## src/rtl/ddto_ram.sv

```systemverilog
`timescale 1ns / 1ps
`default_nettype none
// ----------------------------------------------------------------------------
// ddto_ram
// Generic simple dual-port RAM, one write and one registered read port.
// ----------------------------------------------------------------------------
module ddto_ram #(
    parameter int WIDTH = 4,
    parameter int DEPTH = 8,
    localparam int AW = (DEPTH > 1) ? $clog2(DEPTH) : 1
) (
    input  wire logic             clk,
    input  wire logic             we,
    input  wire logic [AW-1:0]    waddr,
    input  wire logic [WIDTH-1:0] wdata,
    input  wire logic [AW-1:0]    raddr,
    output logic      [WIDTH-1:0] rdata
);

    logic [WIDTH-1:0] mem [0:DEPTH-1];

    always_ff @(posedge clk)
    begin
        if (we)
        begin
            mem[waddr] <= wdata;
        end
        rdata <= mem[raddr];
    end

endmodule
`default_nettype wire

```

## config.mk

```make
export PLATFORM = sky130hd
export DESIGN_NAME = ddto_ram
export DESIGN_NICKNAME = d
export VERILOG_FILES = /design/src/rtl/ddto_ram.sv
export SDC_FILE = /design/constraint.sdc
export NUM_CORES = 1
export LEC_CHECK = 0
export ABC_CLOCK_PERIOD_IN_PS = 3300
export BUFFER_PORTS_ARGS = -buffer_cell sky130_fd_sc_hd__buf_4
export CAP_MARGIN = 0
export CORE_UTILIZATION = 50
export CTS_BUF_LIST = sky130_fd_sc_hd__clkbuf_2
export CTS_CLUSTER_SIZE = 12
export DETAILED_ROUTE_END_ITERATION = 12
export GPL_ROUTABILITY_DRIVEN = 0
export PLACE_DENSITY = 0.7
export SLEW_MARGIN = 10
export SYNTH_ARGS = -nofsm -noshare
export SYNTH_HDL_FRONTEND = slang
export SYNTH_SLANG_ARGS = --single-unit
```

## constraint.sdc

```tcl
create_clock -name clk -period 3.3 [get_ports clk]
set_input_delay 0.66 -clock clk [delete_from_list [all_inputs] [get_ports clk]]
set_output_delay 0.66 -clock clk [all_outputs]
set_load 0.005 [all_outputs]
```

Word-level counts from Yosys, hierarchy flattened

Memory sizes are Yosys's and may differ from the RTL's. A register that Yosys moved wholly into a read port is not among the register bits.
Index checks and enable logic that the tools add are counted.

ROM bits: 0
Latch bits: 0
Word-level logic and storage cells: 3
RAM bits: 32
Output and inout port bits: 4
Memories kept: 1
Register bits: 0

Memories:

| name | depth | bits a word | read ports | clocked after memory_dff | write ports | RTL line | source |
|---|---|---|---|---|---|---|---|
| mem  | 8     | 4           | 1          | 1                        | 1           | 20       | `logic [WIDTH-1:0] mem [0:DEPTH-1];` |

Equality and inequality tests: 0
Order comparisons: 0
Add/sub/neg operators: 0
Mux-type cells: 2
Shifts and indexed selects: 0
Bitwise operators: 0
Div/mod/pow operators: 0
Reduce and logical (&&, ||, !) cells: 0
Multiply operators: 0

Operators by type and width:

| cell   | count |
|---|---|
| $mux 1 | 2 |

Longest topological paths before layout

Gate-level depths: netlist of run 1.

Depth after elaboration: 2
Depth in mapped cells: 3
Gate-level depth less buffers: 2

Worst setup path before layout of run 1

No wires, ideal clock.

Path type: input port to flip-flop
Start point: input port raddr[0]
End point: register rdata[0] (read register of mem)
Arrival: 1.556 ns
Stages: 3
Setup slack: 1.624 ns
Library setup time: 0.121 ns
Cell sequence: buf_6 -> mux4_1 -> mux2_2

RTL lines:

| what               | RTL line | source |
|---|---|---|
| start: declaration | 16       | `input wire logic [AW-1:0] raddr,` |
| end: declaration   | 17       | `output logic [WIDTH-1:0] rdata` |

Worst setup path after layout of run 1

Start point: register rdata[1] (read register of mem)
End point: output port rdata[1]

No word-level cell between the ends.

==> metrics.csv, run 1 <==
metric;value;unit
yosysWarningCount;0;
antenna-diode-count;0;
grt_remaining_overflow;0;
final_critical_path_time_including_i_o_delays_and_setup;1.49;ns
route.detailed.drc;0;
placement.cell_area;1510;µm²
fin_ws;1.81;ns
crit_path_start_kind;flip-flop;
tritoncts.num_buffers;5;
fin_crit_sh;0.452;
ios;16;
leakage_power_summed_over_all_cells;0.556;nW
hold_viol;0;
drive_above_1_share;0.298;
max_freq;0.670;GHz
placementRows;18;
critical_path_required;2.64;ns
cts.reportedPaths.clkPinSlew;0.16;ns
layout.cells.non_filler;114;
post-synth-top-count-cell;edfxtp_1;
grt_pass1_vias;633;
grt_pass1_wl;3040;µm
place.port_buffers;15;
start_util;0.543;
cp_num_buf_inv;1;
crit_path_cell_trace;buf_4;
initial_antenna_violation_count;0;
floorplan.die.width;54.3;µm
nets;95;
synth.ff_latch_count;36;
ys_top_cells_by_count;edfxtp_1, mux4_1, nor2_1;
synth_sequential_area_ratio;0.760;
setup-violations-final;0;
hold_slack;0.512;ns
placeableCoreArea;2520;µm²
timing.final.max_slew_violations;0;
timing.critical_path.arrival;0.83;ns
crit_slowest_cell;dfxtp_1;
cts_max_level;2;
final_util;0.622;
outcome;complete, no violations;
antenna_left;0;
post_cts.repair.setup_buffers;0;
die_height;54.3;µm
finalClockSkew;0.00394;ns
n_fill_cell;194;
grt_start_max_net_pins;12;
synthesis.area_per_instance;21.7;µm²
timing.setup.tns;0;ns
netlist_area;1370;µm²
clock_sink_count;36;
postRouteWirelength;2070;µm
end_kind;output pin;
synth-edff-count;32;
netlist.top_cell.by_area;edfxtp_1;
grt_setup_unrepaired;no;
setup.worst_path.class;reg2out;
via_count;623;
viasPerCell;5.46;
synth_top_cells_by_area;edfxtp_1, mux4_1, dfxtp_1, mux2_2, nor2_1;
dr.first_iter.drc_count;8;
max_vdd_drop;0.407;mV
ys_types;10;
grt.total_usage;0.171;
place_worst_setup_slack;1.46;ns
postCtsResizedCells;0;
tritoncts;built;
finalPower;0.834;mW
cts_buffer_depth;2;
syn-instance-count;63;
first_pass_iters;2;
synthesis.nets;75;
critPathMaxFanout;1;
worst_skew_pair.late_latency;0.36;ns
timing.critical_path.slowest_cell_delay;0.34;ns
clockRootBuffer;clkbuf_2;
dp.cells;106;
floorplan.die_area;2950;µm²
asyncSetResetFlopFracSynth;0;
avgRoutedWirePerCell;18.1;µm
hold_class;in2reg;
synthToLayoutAreaGrowth;14.4;%
post-synth-top-area-fraction;0.701;
cap_viol_max_count;0;
slew-limit-headroom;0.575;
post-route-cell-area;1570;µm²
hold_buffers;0;
worst_path_dominant_cell_family;flip-flops;
tightestPinTransition;0.633;ns
commonest_register_cell_after_synthesis;edfxtp_1;
power_density;532;nW/µm²
dp.final_hpwl;1500;µm
## state kept, by name, summed over array words and instances (netlist names)
name	count
rdata	4
mem	32
## kinds of logic after synthesis
group / after synthesis / share of synthesized area
muxes: 12 / 0.186
DFF: 36 / 0.760
buffers and inverters: 2 / 0.0110
and+or+nand+nor: 13 / 0.0429
## cells in the final DEF (no fill, tap or decap), types with 2 or more instances in the layout
cell type  Yosys  routed
edfxtp_1      32      32
nor3_1         2       2
clkbuf_2       0       5
mux4_1         8       8
dfxtp_1        4       4
nor2_1         6       6
nand2b_1       3       3
clkinv_1       0       2
buf_4          0      15
nand2_1        2       2
mux2_2         4       4
## power breakdown
group / switching [mW] / internal [mW]
clock: 0.136 / 0.124
combinational: 0.0246 / 0.0318
sequential: 0.00394 / 0.514
## layer usage
layer  global-route usage  vias up  wire [µm]
li1                     -      298          -
met5                    0        -          0
met3               0.0500        5         80
met4                0.115        0         38
met1                0.192      303        856
met2                0.280       17       1090
## cell type report
type	instances	area [µm²]	share of cell area
Clock inverter	3	37.5	0.0239
Sequential cell	36	1040	0.664
Multi-Input combinational cell	25	314	0.200
Clock buffer	5	25.0	0.0160
Tap cell	30	37.5	0.0239
Timing Repair Buffer	15	113	0.0718
## final timing paths
check,endpoint,depth (start not counted),slack [ns],start
worst max-delay path,rdata[1],1,1.81,rdata[1]
worst min register to register,rdata[0],2,0.69,mem[7][0]
worst max register to register,rdata[3],2,1.99,mem[1][3]
worst min-delay path,mem[6][0],1,0.51,wdata[0]
(Power assumes the default switching activity.)
==> run 2, diff against run 1 <==
- ABC_CLOCK_PERIOD_IN_PS: 3300 -> 1200
- PLACE_DENSITY: 0.7 -> 0.73
- clock period: 3.3 -> 1.2 ns (I/O delays scaled with it)
==> metrics.csv, run 2 (synthesis gave the netlist of run 1 again) <==
metric;value;unit
first_pass_iters;4;
tritoncts;built;
dp.cells;114;
end_kind;flip-flop;
biggestRegsByFlops;mem x32, rdata x4;
crit_path_cell_trace;mux4_2 -> mux2_4;
initial_antenna_violation_count;0;
floorplan.die_area;2950;µm²
route.detailed.drc;0;
hold_buffers;0;
drive_above_1_share;0.457;
cts.reportedPaths.clkPinSlew;0.16;ns
cts_max_level;2;
largest_register_by_flop_count;mem;
place.port_buffers;15;
avgRoutedWirePerCell;17.2;µm
antenna_left;0;
post_cts.repair.setup_buffers;0;
final_cell_mix;edfxtp_1, buf_4, mux4_2;
n_fill_cell;189;
start_util;0.543;
grt_pass1_wl;3170;µm
setup.worst_path.class;reg2reg;
grt_pass1_vias;670;
via_count;655;
cap_viol_max_count;0;
fin_ws;-0.0255;ns
synthToLayoutAreaGrowth;16.0;%
grt.total_usage;0.185;
final_critical_path_time_including_i_o_delays_and_setup;1.23;ns
ios;16;
layout.cells.most_common;edfxtp_1;
place_worst_setup_slack;-0.147;ns
dr.first_iter.drc_count;16;
timing.critical_path.arrival;1.50;ns
critPathMaxFanout;1;
largest_register_ffs;32;
cp_num_buf_inv;0;
placementRows;18;
layout.cells.non_filler;122;
finalClockSkew;0.0144;ns
cts_buffer_depth;2;
worst_skew_pair.late_latency;0.36;ns
clockRootBuffer;clkbuf_2;
failed_checks;setup timing;
postCtsResizedCells;2;
grt_remaining_overflow;0;
dp.final_hpwl;1450;µm
slew-limit-headroom;0.882;
max_freq;0.816;GHz
critical_path_required;1.47;ns
grt_setup_unrepaired;yes;
power_density;1330;nW/µm²
postRouteWirelength;2090;µm
leakage_power_summed_over_all_cells;0.576;nW
timing.final.max_slew_violations;0;
nets;103;
seqCellArea;1040;µm²
multi_input_comb_area;299;µm²
tritoncts.num_buffers;5;
antenna-diode-count;0;
timing.critical_path.slowest_cell_delay;0.47;ns
worst_path_dominant_cell_family;multiplexers;
clock_sink_count;36;
finalPower;2.11;mW
fin_crit_sh;1.02;
grt_start_max_net_pins;11;
die_height;54.3;µm
setup-violations-final;4;
hold_viol;0;
floorplan.die.width;54.3;µm
viasPerCell;5.37;
hold_class;in2reg;
placeableCoreArea;2520;µm²
tightestPinTransition;0.176;ns
crit_slowest_cell;mux4_2;
max_vdd_drop;0.854;mV
outcome;finished with violations;
hold_slack;0.0924;ns
crit_path_start_kind;flip-flop;
==> run 2: cell count changes in the layout (fill, tap and decap cells not counted), sizes merged <==
cell	before	now
buf	15	23
clkbuf	5	7
bufinv	1	0
clkinv	2	1
==> run 2: final cells by class <==
cell class | instances | area share
clock inverter | 1 | 0.00236
sequential | 36 | 0.655
timing repair buffer | 23 | 0.109
tap | 30 | 0.0236
multi-input combinational | 25 | 0.188
clock buffer | 7 | 0.0220
==> run 2: report_power, final <==
group | internal (mW) | switching (mW)
sequential | 1.41 | 0.0116
combinational | 0.107 | 0.0734
clock | 0.156 | 0.345
total | 1.68 | 0.430
==> run 2: layer usage <==
metal  share of wire  track usage  vias up
met5               0            0        -
met4           0.023       0.0897        0
met3           0.054        0.100        5
met2            0.50        0.278       19
met1            0.42        0.215      322
li1                -            -      309
==> run 2: path summary, 6_finish.rpt <==
| path | from | to | slack [ns] | cells after the start |
|---|---|---|---|---|
| max | mem[0][1] | rdata[1] | -0.03 | 2 |
| max reg2reg | mem[0][1] | rdata[1] | -0.03 | 2 |
| min | wdata[2] | mem[1][2] | 0.09 | 1 |
| min reg2reg | mem[5][0] | rdata[0] | 0.69 | 2 |
==> run 2: stage by stage <==
stage	TNS (ns)	util	instance area, µm²
2_1_floorplan	-0.00329	-	1350
3_3_place_gp	-0.514	0.609	1540
3_5_place_dp	-0.566	0.609	1540
4_1_cts	-0.0797	0.627	1580
5_1_grt	-0.199	0.630	1590
6_report	-0.0724	0.630	1590
==> run 2: worst reg2reg max path: stages, from the launching register on <==
cell	delay [ns]
edfxtp_1	0.39
mux4_2	0.47
mux2_4	0.28
==> run 3, diff against run 2 <==
- ABC_AREA: not set -> 1
- PLACE_DENSITY: 0.73 -> 0.72
- TNS_END_PERCENT: not set -> 10
==> metrics.csv, run 3 <==
metric;value;unit
outcome;finished with violations;
failed_checks;DRC;
synth_top_cells_by_area;edfxtp_1, nand2_1, inv_1, dfxtp_1, nand3_1;
critical_path.startpoint;rdata[0];
antenna_left;0;
grt_start_max_net_pins;18;
timing.rr.end;rdata[3];
cts.reportedPaths.clkPinSlew;0.18;ns
dr.first_iter.drc_count;44;
leakage_power_summed_over_all_cells;0.826;nW
dp.final_hpwl;1780;µm
initial_antenna_violation_count;0;
ys_top_cells_by_count;nand2_1, inv_1, edfxtp_1;
timing.critical_path.slowest_cell_delay;0.34;ns
p_sw;0.523;mW
route.detailed.drc;1;
timing.setup.tns;0;ns
finalClockSkew;0.0209;ns
via_count;1012;
min_from;raddr[2];
end_kind;output pin;
timing.final.max_slew_violations;0;
critPathMaxFanout;1;
worst-r2r-setup-slack;0.36;ns
nets;191;
crit_end;rdata[0];
final_critical_path_time_including_i_o_delays_and_setup;1.09;ns
synth-edff-count;32;
n_fill_cell;241;
asyncSetResetFlopFracSynth;0;
hold_viol;0;
post_cts.repair.setup_buffers;0;
setup.worst_path.class;reg2out;
fin_crit_sh;0.912;
placementRows;19;
clock_network_power_share;0.242;
tritoncts.num_buffers;5;
floorplan.die.width;58.0;µm
biggestRegsByFlops;mem x32, rdata x4;
power_density;1240;nW/µm²
max_vdd_drop;0.760;mV
largest_register_by_flop_count;mem;
post-synth-top-area-fraction;0.613;
slew-limit-headroom;0.726;
clockRootBuffer;clkbuf_2;
ys_types;11;
antenna-diode-count;0;
multi_input_comb_area;343;µm²
netlist.top_cell.by_area;edfxtp_1;
r2r_start;mem[7][3];
comb_power_share;0.094;
die_height;58.0;µm
crit_slowest_cell;dfxtp_1;
tightestPinTransition;0.410;ns
grt.total_usage;0.182;
worst_skew_pair.late_latency;0.39;ns
layout.cells.most_common;nand2_1;
hold_buffers;0;
hold_class;in2reg;
postCtsResizedCells;0;
clock_sink_count;36;
worst-path-stages;1;
cp_num_buf_inv;1;
synthesis.area_per_instance;9.80;µm²
setup-violations-final;0;
drive_above_1_share;0.173;
cap_viol_max_count;0;
max_freq;0.913;GHz
synthToLayoutAreaGrowth;10.1;%
ios;16;
grt_pass1_wl;4310;µm
critical_path_required;0.96;ns
postRouteWirelength;2500;µm
final_cell_mix;nand2_1, inv_1, edfxtp_1;
viasPerCell;4.82;
timing.critical_path.arrival;0.85;ns
grt_pass1_vias;935;
cts_buffer_depth;2;
tritoncts;built;
synth.ff_latch_count;36;
yosysWarningCount;0;
grt_remaining_overflow;0;
seqCellArea;1040;µm²
post-synth-top-count-cell;nand2_1;
floorplan.die_area;3360;µm²
synthesis.nets;172;
syn-instance-count;160;
commonest_register_cell_after_synthesis;edfxtp_1;
cts_max_level;2;
start_util;0.550;
placeableCoreArea;2850;µm²
crit_path_start_kind;flip-flop;
worst_path_dominant_cell_family;flip-flops;
avgRoutedWirePerCell;11.9;µm
first_pass_iters;11;
crit_path_cell_trace;buf_4;
grt_setup_unrepaired;no;
ff2ff_path_depth;6;
synth_sequential_area_ratio;0.664;
power.share.sequential;0.664;
hold_slack;0.0655;ns
cellInternalPower;1.62;mW
netlist_area;1570;µm²
largest_register_ffs;32;
switching_share;0.244;
place.port_buffers;15;
[run 3: power groups by stage]
stage / sequential (mW) / combinational (mW) / clock [mW]
4_1_cts: 1.42 / 0.204 / 0.525
5_1_grt: 1.43 / 0.229 / 0.567
3_3_place_gp: 1.45 / 0.200 / 0
6_report: 1.42 / 0.202 / 0.519
3_5_place_dp: 1.45 / 0.202 / 0
2_1_floorplan: 1.45 / 0.118 / 0
[run 3: cell type report]
class | instances | share of cell area
timing repair buffer | 16 | 0.0696
inverter | 38 | 0.0841
sequential | 36 | 0.603
tap | 31 | 0.0225
multi-input combinational | 82 | 0.199
clock inverter | 2 | 0.00725
clock buffer | 5 | 0.0145
[run 3: worst min-delay path by stage]
stage           endpoint  slack, ns  cells past startpoint
2_1_floorplan  mem[0][0]       0.34                      0
3_5_place_dp    rdata[0]       0.48                      3
5_1_grt         rdata[0]       0.07                      3
3_3_place_gp    rdata[1]       0.48                      3
6_report        rdata[0]       0.07                      3
4_1_cts         rdata[0]       0.06                      3
[run 3: per-layer routing]
metal  vias to the layer above  track usage  routed length [µm]
met4                         0       0.0748                  32
li1                        526            -                   -
met1                       438        0.247                1200
met2                        43        0.259                1080
met5                         -            0                   0
met3                         5       0.0759                 199
[run 3: cell families after synthesis]
kind of cell,Yosys count,share of synthesized area
AND/OR/NAND/NOR,82,0.219
buffers and inverters,42,0.117
flip-flops,36,0.664
[run 3: stage by stage]
step | worst slack [ns] | util | cell area [µm²] | power (mW) | cells
2_1_floorplan | 0.292 | - | 1570 | 1.57 | 160
3_3_place_gp | 0.0968 | 0.592 | 1690 | 1.65 | 203
3_5_place_dp | 0.0744 | 0.592 | 1690 | 1.66 | 203
4_1_cts | 0.0929 | 0.605 | 1730 | 2.15 | 210
5_1_grt | 0.0718 | 0.605 | 1730 | 2.23 | 210
6_report | 0.105 | 0.605 | 1730 | 2.15 | 210
[run 3: worst reg2reg max path, cell delays in order, from the launching register on]
cell	delay (ns)
edfxtp_1	0.40
inv_1	0.07
nand2_1	0.05
nand3_1	0.08
nand2_1	0.07
nand2_1	0.05
nand2_1	0.05
