$ cat config.mk
export PLATFORM = sky130hd
export DESIGN_NAME = ddto_render
export DESIGN_NICKNAME = d
export VERILOG_FILES = /design/src/rtl/ddto_pkg.sv /design/src/rtl/ddto_render.sv
export SDC_FILE = /design/constraint.sdc
export NUM_CORES = 1
export LEC_CHECK = 0
export ABC_AREA = 1
export BUFFER_PORTS_ARGS = -buffer_cell sky130_fd_sc_hd__buf_2
export CORE_UTILIZATION = 57
export CTS_CLUSTER_DIAMETER = 200
export CTS_CLUSTER_SIZE = 28
export DETAILED_ROUTE_END_ITERATION = 16
export GPL_TIMING_DRIVEN = 0
export PLACE_DENSITY_LB_ADDON = 0.15
export SYNTH_ARGS = -nofsm -noshare
export SYNTH_HDL_FRONTEND = slang
export SYNTH_SLANG_ARGS = --single-unit
export TNS_END_PERCENT = 20
$ cat constraint.sdc
create_clock -name clk -period 5.15 [get_ports clk]
set_clock_uncertainty 0.1 [all_clocks]
set_input_delay 1.03 -clock clk [delete_from_list [all_inputs] [get_ports clk]]
set_output_delay 1.03 -clock clk [all_outputs]
set_load 0.01 [all_outputs]
$ cat src/rtl/ddto_pkg.sv
`timescale 1ns / 1ps
`default_nettype none
// ----------------------------------------------------------------------------
// ddto_pkg
// Shared types, constants and the glyph ROM of the decimal digit overlay.
// ----------------------------------------------------------------------------
package ddto_pkg;

    localparam int GLYPH_ROWS     = 13;
    localparam int GLYPH_COLS     = 8;
    localparam int MAX_DIGITS_DEF = 8;
    localparam int PIXEL_BITS     = 16;

    localparam int NUM_W   = 27;
    localparam int COUNT_W = 4;
    localparam int COORD_W = 12;
    localparam int ORIG_W  = 13;
    localparam int PIX_W   = 16;
    localparam int CFG_IDX_W  = 3;
    localparam int CFG_DATA_W = 27;
    localparam int DIGIT_W = 4;

    // Pixel mask; a no-op at sixteen bits.
    localparam logic [PIX_W-1:0] PIX_MASK = PIX_W'((64'h1 << PIXEL_BITS) - 64'h1);

    // n / 10 == (n * RECIP_10) >> RECIP_SHIFT, exact for n below 2**30.
    localparam int RECIP_SHIFT = 31;
    localparam int RECIP_W     = 28;
    localparam logic [RECIP_W-1:0] RECIP_10 = 28'd214748365;

    typedef enum logic [CFG_IDX_W-1:0] {
        REG_SHOWN_NUMBER = 3'd0,
        REG_NUM_DIGITS   = 3'd1,
        REG_ORIGIN_ROW   = 3'd2,
        REG_ORIGIN_COL   = 3'd3,
        REG_INK_VALUE    = 3'd4,
        REG_ERASE_MODE   = 3'd5
    } cfg_reg_t;

    typedef struct packed {
        logic [COUNT_W-1:0] num_digits;
        logic [ORIG_W-1:0]  origin_row;
        logic [ORIG_W-1:0]  origin_col;
        logic [PIX_W-1:0]   ink_value;
        logic               erase_mode;
    } ovl_cfg_t;

    localparam logic [7:0] GLYPH_ROM [0:9][0:GLYPH_ROWS-1] = '{
        '{8'h18,8'h3C,8'h42,8'h42,8'h42,8'h42,8'h42,8'h42,8'h42,8'h42,8'h42,8'h3C,8'h18},
        '{8'h00,8'h08,8'h08,8'h08,8'h08,8'h08,8'h08,8'h08,8'h08,8'h08,8'h08,8'h08,8'h00},
        '{8'h00,8'h38,8'h44,8'h04,8'h04,8'h04,8'h08,8'h10,8'h20,8'h40,8'h40,8'h7C,8'h00},
        '{8'h00,8'h38,8'h04,8'h04,8'h04,8'h08,8'h10,8'h08,8'h04,8'h04,8'h44,8'h38,8'h00},
        '{8'h00,8'h44,8'h44,8'h44,8'h44,8'h44,8'h7C,8'h04,8'h04,8'h04,8'h04,8'h04,8'h00},
        '{8'h00,8'h3E,8'h20,8'h20,8'h20,8'h3E,8'h02,8'h02,8'h02,8'h02,8'h02,8'h3E,8'h00},
        '{8'h00,8'h3C,8'h20,8'h20,8'h20,8'h20,8'h3E,8'h22,8'h22,8'h22,8'h22,8'h3E,8'h00},
        '{8'h00,8'h7C,8'h04,8'h04,8'h04,8'h04,8'h04,8'h04,8'h04,8'h04,8'h04,8'h04,8'h00},
        '{8'h00,8'h7E,8'h42,8'h42,8'h42,8'h42,8'h7E,8'h42,8'h42,8'h42,8'h42,8'h7E,8'h00},
        '{8'h00,8'h3E,8'h42,8'h42,8'h42,8'h42,8'h7E,8'h02,8'h02,8'h02,8'h02,8'h02,8'h00}
    };

    // One glyph row; codes outside the table read as blank.
    function automatic logic [7:0] glyph_row(input logic [DIGIT_W-1:0] digit,
                                             input logic [3:0] row);
        logic [7:0] bits;
        bits = 8'h00;
        if (digit <= 4'd9 && row < 4'(GLYPH_ROWS))
        begin
            bits = GLYPH_ROM[digit][row];
        end
        return bits;
    endfunction

endpackage
`default_nettype wire

$ cat src/rtl/ddto_render.sv
`timescale 1ns / 1ps
`default_nettype none
// ----------------------------------------------------------------------------
// ddto_render
// Two-stage pixel path: box test and digit address, then glyph and blend.
// ----------------------------------------------------------------------------
module ddto_render #(
    parameter int MAX_DIGITS = ddto_pkg::MAX_DIGITS_DEF,
    localparam int AW = (MAX_DIGITS > 1) ? $clog2(MAX_DIGITS) : 1
) (
    input  wire logic                          clk,
    input  wire logic                          rst_n,
    input  wire logic                          accept,
    input  wire ddto_pkg::ovl_cfg_t            cfg,
    input  wire logic [ddto_pkg::COORD_W-1:0]  pixel_row,
    input  wire logic [ddto_pkg::COORD_W-1:0]  pixel_col,
    input  wire logic [ddto_pkg::PIX_W-1:0]    pixel_in,
    output logic      [AW-1:0]                 dig_raddr,
    input  wire logic [ddto_pkg::DIGIT_W-1:0]  dig_rdata,
    output logic                               done,
    output logic      [ddto_pkg::PIX_W-1:0]    pixel_out
);
    import ddto_pkg::*;

    localparam int DW = ORIG_W + 1;

    logic signed [DW-1:0] dr;
    logic signed [DW-1:0] dc;
    logic [COUNT_W-1:0]   count_sat;
    logic [COUNT_W-1:0]   place;
    logic                 in_box;

    logic                 s1_valid_reg;
    logic                 s1_in_box_reg;
    logic [3:0]           s1_row_reg;
    logic [2:0]           s1_col_reg;
    logic [PIX_W-1:0]     s1_pix_reg;

    logic [7:0]           bits;
    logic                 set;
    logic [PIX_W-1:0]     ink;
    logic [PIX_W-1:0]     pix_next;

    logic                 done_reg;
    logic [PIX_W-1:0]     pixel_out_reg;

    always_comb
    begin
        count_sat = (cfg.num_digits > COUNT_W'(MAX_DIGITS)) ? COUNT_W'(MAX_DIGITS)
                                                            : cfg.num_digits;
        dr = $signed({2'b00, pixel_row}) - $signed({cfg.origin_row[ORIG_W-1], cfg.origin_row});
        dc = $signed({2'b00, pixel_col}) - $signed({cfg.origin_col[ORIG_W-1], cfg.origin_col});
        in_box = (count_sat != '0)
              && !dr[DW-1] && (dr[DW-2:0] < (DW-1)'(GLYPH_ROWS))
              && !dc[DW-1] && (dc[DW-2:0] < (DW-1)'({count_sat, 3'b000}));
        // decimal place of the glyph under this column, most significant first
        place     = count_sat - COUNT_W'(1) - COUNT_W'(dc[DW-2:3]);
        dig_raddr = AW'(place);
    end

    always_comb
    begin
        bits = glyph_row(dig_rdata, s1_row_reg);
        set  = bits[3'd7 - s1_col_reg];
        ink  = set ? cfg.ink_value : '0;
        if (!s1_in_box_reg)
        begin
            pix_next = s1_pix_reg;
        end
        else if (cfg.erase_mode)
        begin
            pix_next = ink;
        end
        else
        begin
            pix_next = (s1_pix_reg >> 1) | ink;
        end
        done      = done_reg;
        pixel_out = pixel_out_reg;
    end

    always_ff @(posedge clk or negedge rst_n)
    begin
        if (!rst_n)
        begin
            s1_valid_reg <= 1'b0;
            done_reg     <= 1'b0;
        end
        else
        begin
            s1_valid_reg <= accept;
            done_reg     <= s1_valid_reg;
        end
    end

    always_ff @(posedge clk)
    begin
        if (accept)
        begin
            s1_in_box_reg <= in_box;
            s1_row_reg    <= dr[3:0];
            s1_col_reg    <= dc[2:0];
            s1_pix_reg    <= pixel_in;
        end
        if (s1_valid_reg)
        begin
            pixel_out_reg <= pix_next & PIX_MASK;
        end
    end

endmodule
`default_nettype wire

## Word level (Yosys, flattened, before mapping)

Memories as Yosys holds them, arrays and structs flattened.
Cells that the tools add are included.

| word-level totals | value |
|---|---|
| bits in registers | 42 |
| bits in read-only memories | 1,664 |
| bits of input ports | 94 |
| logic and storage cells | 44 |
| memories kept | 1 |

| operators by class | value |
|---|---|
| $add $sub $neg | 5 |
| order comparisons | 8 |
| mux-type cells | 12 |
| bitwise gates (word level) | 3 |
| reductions and logical operators | 8 |

Memory list:

| memory | depth | width | read ports | clocked after memory_dff | wr ports | line | source |
|---|---|---|---|---|---|---|---|
| (name not given) | 16 | 104 | 1 | 0 | 0 | ddto_pkg.sv:68 | `bits = GLYPH_ROM[digit][row];` |

Operators with widths:

| kind | count |
|---|---|
| two-way mux 104 bit | 2 |
| two-way mux 16 bit | 3 |
| binary-select mux 8 bit (select 4 bit) | 1 |
| subtractor 13 x 13 -> 14 bit | 2 |
| two-way mux 8 bit | 3 |
| bitwise OR 15 x 16 -> 16 bit | 1 |
| less-than comparator 13 x 4 -> 1 bit, second input constant | 1 |
| less-than comparator 13 x 7 -> 1 bit | 1 |
| greater-or-equal comparator 5 bit, second input constant | 2 |
| NOT 4 -> 5 bit | 2 |
| logical AND 1 bit | 5 |
| greater-than comparator 4 bit, second input constant | 1 |
| <= comparator 4 bit, second input constant | 1 |
| less-than comparator 3 x 4 -> 1 bit, second input constant | 1 |
| less-than comparator 4 bit, second input constant | 1 |
| two-way mux 4 bit | 1 |
| nonzero test 4 bit | 1 |
| binary-select mux 1 bit (select 3 bit) | 1 |
| subtractor 3 x 1 -> 3 bit, second input constant | 1 |
| subtractor 3 bit | 1 |
| subtractor 3 bit, first input constant | 1 |
| zero test 1 bit | 2 |
| two-way mux 1 bit | 1 |

## Depth between registers and ports, before layout

Gate-level depths: netlist of run 1.

| logic depth | value |
|---|---|
| word-level depth | 14 |
| depth in mapped cells | 21 |
| depth with buffers taken out | 21 |

## Worst setup path before layout of run 1

OpenSTA, ideal clock, no wires.

| path | value |
|---|---|
| kind | input port to output port |
| start point | input pixel_col[0] (netlist bit) |
| end point | output dig_raddr[2] |
| arrival | 2,680 ps |
| required time | 4,020 ps |
| path slack | 1,340 ps |
| cell stages on the path | 10 |
| path buffers | 0 |
| path through | inv_1 ha_1 inv_1 fa_1 nand3_1 nand2_1 xor2_1 inv_1 fa_1 xnor2_1 |

| on the way | value |
|---|---|
| word-level cells in the longest chain between the ends | 2 |

RTL lines:

| item | line | source |
|---|---|---|
| from (decl) | ddto_render.sv:16 | `input wire logic [ddto_pkg::COORD_W-1:0] pixel_col,` |
| subtractor 13 x 13 -> 14 bit | ddto_render.sv:52 | `dc = $signed({2'b00, pixel_col}) - $signed({cfg.origin_col[ORIG_W-1], cfg.origin_col});` |
| subtractor 3 bit | ddto_render.sv:57 | `place = count_sat - COUNT_W'(1) - COUNT_W'(dc[DW-2:3]);` |
| to (decl) | ddto_render.sv:18 | `output logic [AW-1:0] dig_raddr,` |

Every way passes these cells.

## Worst setup path after layout of run 1

Same ends and word-level chain as after synthesis.

==> results of run 1 <==
==> final cells by class <==
| cell class | instances | share of cell area |
|---|---|---|
| Buffer | 13 | 0.01781 |
| Clock buffer | 5 | 0.01462 |
| Clock inverter | 3 | 0.005582 |
| Inverter | 90 | 0.07177 |
| Multi-Input combinational cell | 401 | 0.4838 |
| Sequential cell | 42 | 0.2658 |
| Tap cell | 77 | 0.02047 |
| Timing Repair Buffer | 113 | 0.1201 |
==> layout by cell type (no fill, tap or decap), types with 2 or more instances in the layout <==
| master | count |
|---|---|
| o21ai_0 | 8 |
| a211oi_1 | 2 |
| xor2_1 | 5 |
| dfrtp_1 | 2 |
| nand2_1 | 119 |
| buf_6 | 3 |
| clkbuf_1 | 6 |
| xnor2_1 | 6 |
| nor2_1 | 51 |
| inv_6 | 3 |
| edfxtp_1 | 40 |
| nor3_1 | 4 |
| ha_1 | 34 |
| a21o_1 | 3 |
| a21oi_1 | 65 |
| nor2_2 | 3 |
| nand2_2 | 3 |
| nand4_1 | 28 |
| o211ai_1 | 8 |
| a21boi_0 | 2 |
| nor2_4 | 3 |
| buf_4 | 3 |
| o21a_1 | 2 |
| o21bai_1 | 2 |
| buf_2 | 114 |
| inv_1 | 82 |
| inv_2 | 7 |
| nand3_1 | 37 |
| fa_1 | 3 |
| o21ai_1 | 5 |
| clkbuf_8 | 5 |
==> kinds of logic (layout without fill, tap and decap cells) <==
family / count (synthesis) / after routing / synth area share
xor gates and xnor gates: 11 / 11 / 0.02439
DFF: 42 / 42 / 0.3168
and+or+nand+nor: 253 / 253 / 0.2864
AOI/OAI and AO/OA: 100 / 100 / 0.1429
buffers and inverters: 103 / 224 / 0.1067
adders and majority gates: 37 / 37 / 0.1229
==> synthesized netlist by cell type, types with 2 or more instances <==
library cell / n / area, sq um
a211oi_1: 2 / 15.01
a21boi_0: 2 / 15.01
a21o_1: 3 / 22.52
a21oi_1: 65 / 325.3
buf_4: 3 / 22.52
buf_6: 3 / 33.78
clkbuf_1: 6 / 22.52
dfrtp_1: 2 / 50.05
edfxtp_1: 40 / 1201
fa_1: 3 / 60.06
ha_1: 34 / 425.4
inv_1: 82 / 307.8
inv_2: 7 / 26.28
nand2_1: 119 / 446.7
nand2_2: 3 / 18.77
nand3_1: 37 / 185.2
nand4_1: 28 / 175.2
nor2_1: 51 / 191.4
nor2_2: 3 / 18.77
nor2_4: 3 / 33.78
nor3_1: 4 / 20.02
o211ai_1: 8 / 60.06
o21a_1: 2 / 15.01
o21ai_0: 8 / 40.04
o21ai_1: 5 / 25.02
o21bai_1: 2 / 15.01
xnor2_1: 6 / 52.55
xor2_1: 5 / 43.79
==> metrics by stage <==
stage               utilization  cells
floorplan                     -    546
global placement         0.7061    736
detailed placement       0.7061    736
CTS                      0.7207    744
global route             0.7207    744
finish                   0.7207    744
==> worst max path at each step <==
stage,start,to,slack (ns),cells after the start
4_1_cts,pixel_col[0],dig_raddr[2],1.07,12
3_5_place_dp,pixel_col[0],s1_in_box_reg,1.02,22
2_1_floorplan,pixel_col[0],dig_raddr[2],1.34,10
5_1_grt,pixel_col[0],dig_raddr[2],0.92,12
6_report,pixel_col[0],dig_raddr[2],1.07,12
3_3_place_gp,pixel_col[0],s1_in_box_reg,1.09,21
==> per-layer routing <==
metal | track usage | vias to the layer above | routed length [microns]
met5 | 0 | - | 0
met4 | 0.08937 | 0 | 232
met2 | 0.4743 | 188 | 4699
met1 | 0.3663 | 1830 | 4208
met3 | 0.03599 | 22 | 636
li1 | - | 2072 | -
==> power by group through the flow <==
stage               clock network, mW  logic [mW]  registers [mW]
detailed placement                  0       0.428           0.434
floorplan                           0       0.296           0.434
finish                          0.224       0.435           0.426
global placement                    0       0.418           0.433
global route                    0.243       0.487           0.429
CTS                             0.226       0.429           0.426
==> reports/metrics.cfg, run 1 <==
[cells_and_area]
areaGrowthSynthToFinish_pct = 19.16
finalNetCount = 797
final_cell_area_sq_um = 4707
nFillCells = 525
regArea_sq_um = 1251
multi_input_area_sq_um = 2277
drive_above_1_share = 0.2204
antenna_cells = 0

[critical_path]
rr_endpoint = pixel_out[9]
path_delay_family = adder cells
cp_cell_sequence = buf_2 -> inv_1 -> ha_1 -> inv_1 -> fa_1 -> nand3_1 -> nand2_1 -> xor2_1 -> inv_1 -> fa_1 -> xnor2_1 -> buf_2
crit_top_cell = inv_1
crit_required_ns = 4.02
crit_buf_inv = 5
start_kind = input port
cp_max_fo = 3
max_stage_delay_ns = 0.46
cp_slowest_cell = fa_1
crit_arrival_ns = 2.95
path_class = input port to primary output
r2r_start = s1_row_reg[1]
ff2ff_setup_slack_ns = 2.83
reg2reg_depth = 13
crit_path_end_kind = primary output

[detailed_routing]
drt_iter0_drc = 360
wirelength_microns = 9777
dr.pass1.iters = 5
viasPerCell = 5.527
via_count = 4112
route.detailed.drc = 0
wl_per_cell_microns = 13.14
ant_nets = 0

[timing]
period_minus_slack_ns = 4.083
worst_pin_slew_ns = 0.6813
period_share = 0.7928
setup_ws_ns = 1.067
whs_ns = 0.3913
setup_viol = 0
slew_headroom = 0.5458
slew_viol_final = 0
grt_setup_unrepaired = no
final.setup.tns_ns = 0
max_freq_mhz = 244.9
finalHoldViolCount = 0

[power]
share_comb_of_total_power = 0.401
power_density_nw_per_um2 = 230.7
switchingPower_mw = 0.4046
leakagePower_nw = 2.424
vdd_drop_max_v = 0.0001707
p_total_mw = 1.086
p_clk_frac = 0.207
p_sw_frac = 0.3727
p_int_mw = 0.6811
pwr-share-seq = 0.392

[global_routing]
track_usage = 0.2778
grt_pass1_vias = 3730
grt_pass1_wl_microns = 16240
grt-ovfl-total = 0
grt_max_degree = 26
antenna_found_initial = 0

[floorplanning]
fp-row-count = 29
fp.dieH_microns = 85.25
dieWidth_microns = 85.25
pin_count = 114
dieArea_sq_um = 7267
initial_core_util = 0.6048
core_sq_um = 6531

[run_status]
status = finished clean

[synthesis]
ys_types = 38
yosysSeqAreaShare = 0.3168
syn_nets = 677
netlist_area_sq_um = 3950
ys_warn_count = 0
postSynthCellCount = 546
synthFlopType = edfxtp_1
synth_edf_count = 40
async_flop_share = 0.04762
synth_seq_cells = 42
syn_avg_cell_area_sq_um = 7.235

[run]
max-cap-violations = 0

[placement]
io_buffer_count = 113
place_congestion = 0.8982
pre_cts_ws_ns = 1.024
post_dp_cell_area_sq_um = 4612
place_hpwl_microns = 8047

[clocking]
cts_setup_buffers = 0
root_buffer = clkbuf_8
clk_latency_ns = 0.30
clock_path_buffers = 2
htreeDepth = 2
cts_buffers = 5
cts_repair_resize_count = 0
ctsHoldBuffers = 0
cts_tree = yes
cts.reportedPaths.clkPinSlew_ns = 0.10
clock_sinks = 42

[hold_path]
min_path_type = input port to asynchronous set/reset pin

(Power assumes the default switching activity.)
==> inputs of run 2 (changes only) <==
ABC_AREA = 0   (was 1)
CORE_UTILIZATION = 49   (was 57)
clock period = 3.4 ns   (was 5.15 ns; I/O delays follow)
==> reports/metrics.cfg, run 2 <==
[placement]
place_hpwl_microns = 8031
place_inst = 691
place_congestion = 0.9689
io_buffer_count = 113
pre_cts_ws_ns = -0.7625

[critical_path]
crit_path_end = s1_in_box_reg
ff2ff_setup_slack_ns = 0.69
reg2reg_depth = 9
crit_arrival_ns = 3.59
r2r_start = s1_row_reg[0]
cp_max_fo = 2
path_class = input port to flip-flop
rr_endpoint = pixel_out[14]
start_kind = input port
crit_required_ns = 3.40
crit_start = cfg[18]
crit_path_end_kind = flip-flop

[cells_and_area]
antenna_cells = 0
layout_common_cells = 118 x buf_2, 64 x inv_1, 40 x edfxtp_1, 30 x a21oi_1, 30 x ha_1
final_common_cell = buf_2
areaGrowthSynthToFinish_pct = 21.98
drive_above_1_share = 0.3064
fin_cells = 699
nFillCells = 745
finalNetCount = 724

[detailed_routing]
viasPerCell = 5.710
wl_per_cell_microns = 14.64
drt_iter0_drc = 386
wirelength_microns = 10230
via_count = 3991
route.detailed.drc = 0
ant_nets = 0
dr.pass1.iters = 9

[clocking]
ctsHoldBuffers = 0
clock_sinks = 42
cts_buffers = 5
clk_latency_ns = 0.29
cts.reportedPaths.clkPinSlew_ns = 0.08
root_buffer = clkbuf_8
clock_path_buffers = 2
cts_setup_buffers = 0
htreeDepth = 2
cts_tree = yes

[hold_path]
min_path_type = input port to asynchronous set/reset pin

[global_routing]
grt_pass1_vias = 3730
antenna_found_initial = 0
grt_max_degree = 26
grt-ovfl-total = 0
grt_pass1_wl_microns = 16840
track_usage = 0.2390

[synthesis]
yosysSeqAreaShare = 0.3032
synthFlopType = edfxtp_1
synth_top_area_cell = edfxtp_1
ys_types = 75
yosysTopAreaCellShare = 0.2911
ys_warn_count = 0
syn_avg_cell_area_sq_um = 8.724
postSynthCellCount = 473
synthTopCellsByArea = edfxtp_1 29%, ha_1 10%, inv_1 6.2%
synth_seq_cells = 42
ys_top_cells_by_count = 68 x inv_1, 40 x edfxtp_1, 34 x ha_1
synth_edf_count = 40
netlist_area_sq_um = 4126
async_flop_share = 0.04762
yosys.cell_count.top_type = inv_1
syn_nets = 604

[run_status]
status = finished with violations
violations = negative setup slack

[power]
p_clk_frac = 0.202
pwr-share-seq = 0.391
p_sw_frac = 0.3538
p_total_mw = 1.642
p_int_mw = 1.061
leakagePower_nw = 2.259
power_density_nw_per_um2 = 326.2
vdd_drop_max_v = 0.0001580
share_comb_of_total_power = 0.407
switchingPower_mw = 0.5809

[timing]
period_minus_slack_ns = 3.599
setup_ws_ns = -0.1989
max_freq_mhz = 277.9
slew_headroom = 0.5260
period_share = 1.059
worst_pin_slew_ns = 0.7111
slew_viol_final = 0
whs_ns = 0.05933
finalHoldViolCount = 0
setup_viol = 1
grt_setup_unrepaired = yes

[floorplanning]
dieWidth_microns = 93.77
dieArea_sq_um = 8792
pin_count = 114
initial_core_util = 0.5047
fp.dieH_microns = 93.77
core_sq_um = 8175
fp-row-count = 33

[run]
max-cap-violations = 0

run 2: cell types whose count changed in the layout (fill, tap and decap cells not counted), sizes merged, moves of 24 or more:
cell and delta:
nand2 -94, o21ai +29, nor2 -35, nand4 -24
a21oi -35, nor2b +27, nand3 -27
run 2: cell type report:
cell class | count | area, sq um | share of cell area
Buffer | 20 | 145.1 | 0.02883
Sequential cell | 42 | 1251 | 0.2486
Clock buffer | 5 | 68.82 | 0.01367
Inverter | 68 | 274.0 | 0.05444
Multi-Input combinational cell | 343 | 2552 | 0.5071
Timing Repair Buffer | 113 | 586.8 | 0.1166
Clock inverter | 3 | 23.77 | 0.004723
Tap cell | 105 | 131.4 | 0.02610
run 2: worst min path at each step:
stage,startpoint,endpoint,slack [ns],cells after the start
after floorplan,rst_n,done,0.28,0
after global placement,rst_n,done,0.37,1
after detailed placement,rst_n,s1_valid_reg,0.37,1
after CTS,rst_n,done,0.05,1
after global routing,rst_n,done,0.05,1
final,rst_n,done,0.06,1
run 2: stage by stage:
| stage | setup TNS [ns] | utilization | instance area [sq um] |
|---|---|---|---|
| detailed placement | -2.641 | 0.5998 | 4903 |
| CTS | -0.1798 | 0.6157 | 5034 |
| global placement | -2.637 | 0.5998 | 4903 |
| finish | -0.1989 | 0.6157 | 5034 |
| global route | -0.4078 | 0.6157 | 5034 |
| floorplan | -0.1000 | - | 4207 |
run 2: timing repair:
item                       in CTS  in global routing
setup endpoints to repair       1                  4
gates resized for setup         9                  0
pin swaps                       1                  1
run 2: logic make-up after synthesis:
kind of cell             Yosys count  share of synthesized area
XOR/XNOR                           9                    0.01910
buffers and inverters             88                    0.09702
AND/OR/NAND/NOR                  138                     0.1841
flip-flops                        42                     0.3032
multiplexers                       5                    0.01243
adder cells (fa/ha/maj)           37                     0.1176
AO/OA/AOI/OAI                    154                     0.2665
run 2: routing by layer:
| layer | share of wire | track usage | vias to the layer above |
|---|---|---|---|
| met1 | 0.43 | 0.3054 | 1843 |
| met4 | 0.015 | 0.08718 | 0 |
| met5 | 0 | 0 | - |
| li1 | - | - | 1959 |
| met3 | 0.062 | 0.03155 | 17 |
| met2 | 0.49 | 0.4100 | 172 |
run 2: worst max-delay path, stage by stage:
cell      delay (ns)
buf_12          0.11
inv_16          0.05
ha_4            0.18
nor2b_4         0.12
o21ai_1         0.12
nand2_1         0.08
xnor2_1         0.17
ha_2            0.19
inv_2           0.04
fa_2            0.39
a21o_1          0.18
a22oi_2         0.17
o211ai_1        0.12
a2111o_1        0.38
nor4_2          0.28
nand4_1         0.14
nor4_2          0.21
run 2: power by group through the flow:
stage	logic, mW	clock network (mW)	registers (mW)
floorplan	0.455	0	0.655
global route	0.743	0.358	0.648
finish	0.668	0.331	0.643
CTS	0.665	0.344	0.642
detailed placement	0.652	0	0.654
global placement	0.646	0	0.653
==> inputs of run 3 (changes only) <==
ABC_AREA = 1   (was 0)
CORE_UTILIZATION = 48   (was 49)
==> reports/metrics.cfg, run 3 (synthesis results as in run 1) <==
[floorplanning]
dieArea_sq_um = 8596
initial_core_util = 0.5033
core_sq_um = 7848
pin_count = 114
fp-row-count = 32
fp.dieH_microns = 92.72
dieWidth_microns = 92.72

[clocking]
clock_path_buffers = 2
cts_buffers = 5
clock_sinks = 42
ctsHoldBuffers = 0
cts_tree = yes
root_buffer = clkbuf_8
cts.reportedPaths.clkPinSlew_ns = 0.07
htreeDepth = 2
clk_latency_ns = 0.28

[timing]
setup_viol = 0
setup_ws_ns = 0.04667
slew_viol_final = 0
max_freq_mhz = 298.2
period_share = 0.9863
grt_setup_unrepaired = yes
finalHoldViolCount = 0
period_minus_slack_ns = 3.353
worst_pin_slew_ns = 0.6413
slew_headroom = 0.5725

[critical_path]
crit_start = pixel_col[0]
path_delay_family = adder cells
crit_arrival_ns = 2.57
path_class = input port to primary output
crit_path_end_kind = primary output
cp_slowest_cell = fa_2
start_kind = input port
cp_cell_sequence = buf_6 -> inv_4 -> ha_4 -> inv_4 -> fa_2 -> nand3_2 -> nand2_4 -> buf_4 -> xor2_1 -> inv_1 -> fa_2 -> inv_1 -> buf_2
cp_max_fo = 2
r2r_start = s1_row_reg[1]
crit_buf_inv = 7
crit_required_ns = 2.62
max_stage_delay_ns = 0.55

[detailed_routing]
via_count = 4045
route.detailed.drc = 0
wl_per_cell_microns = 12.85
ant_nets = 0
wirelength_microns = 9919
dr.pass1.iters = 5
viasPerCell = 5.240
drt_iter0_drc = 264

[hold_path]
min_path_type = input port to asynchronous set/reset pin

[global_routing]
grt-ovfl-total = 0
grt_pass1_vias = 3554
use_met1 = 0.3009
met2_usage = 0.3864
use_met3 = 0.04023
track_usage = 0.2282
antenna_found_initial = 0
grt_pass1_wl_microns = 15700
grt_max_degree = 26
gr-max-usage-layer = met2

[power]
leakagePower_nw = 2.445
vdd_drop_max_v = 0.0001426
power_density_nw_per_um2 = 341.2

[run_status]
status = finished clean

[cells_and_area]
antenna_cells = 0
drive_above_1_share = 0.2493
final_cell_area_sq_um = 4842
final_common_cell = nand2_1
finalNetCount = 800
areaGrowthSynthToFinish_pct = 22.58
layout_common_cells = 117 x nand2_1, 113 x buf_2, 79 x inv_1, 62 x a21oi_1, 50 x nor2_1

[placement]
post_dp_cell_area_sq_um = 4643
io_buffer_count = 113
place_hpwl_microns = 7891
pre_cts_ws_ns = -0.3372
place_congestion = 0.8886

[run]
max-cap-violations = 0

-- run 3: worst paths after layout --
path	end	slack, ns	cells past startpoint
worst max-delay path	dig_raddr[1]	0.05	13
worst min-delay path	done	0.06	1
worst max register to register	pixel_out[5]	1.12	11
worst min register to register	pixel_out[15]	0.48	2
max in group asynchronous	s1_valid_reg	3.05	1
min in group clk	s1_pix_reg[10]	0.47	1
-- run 3: power by group --
part,internal (mW),switching [mW],leakage [nW],total (mW)
clock network,0.167,0.156,0.0489,0.323
registers,0.619,0.0259,0.415,0.645
logic,0.275,0.409,1.98,0.684
-- run 3: timing repair --
item                                    CTS  global route
endpoints found under the hold margin     0             0
resized for setup                         2            22
setup buffers                             0             3
endpoints found under the setup margin    2             2
pin swaps                                 0            14
-- run 3: routing by layer --
metal	up-vias	routed length, microns
met5	-	0
met3	16	761
met2	173	4668
met1	1785	4343
li1	2071	-
met4	0	144
-- run 3: layout make-up --
class / instances / area, sq um
multi-input cells: 401 / 2347
fillers: 749 / 3005
inverters: 90 / 342.8
clock buffers: 7 / 86.33
clock inverters: 1 / 8.758
plain buffers: 13 / 83.83
well taps: 102 / 127.6
flip-flops and latches: 42 / 1251
repair buffers: 116 / 594.3
-- run 3: per-stage QoR --
stage / power [mW] / hold slack (ns) / TNS [ns] / cells / util
6_report: 1.652 / 0.06283 / 0 / 772 / 0.6170
4_1_cts: 1.629 / 0.05243 / 0 / 769 / 0.6048
3_5_place_dp: 1.303 / 0.3655 / -0.3372 / 761 / 0.5917
3_3_place_gp: 1.297 / 0.3645 / -0.3471 / 761 / 0.5917
2_1_floorplan: 1.106 / 0.2844 / 0 / 546 / -
5_1_grt: 1.776 / 0.04094 / -0.1953 / 772 / 0.6170
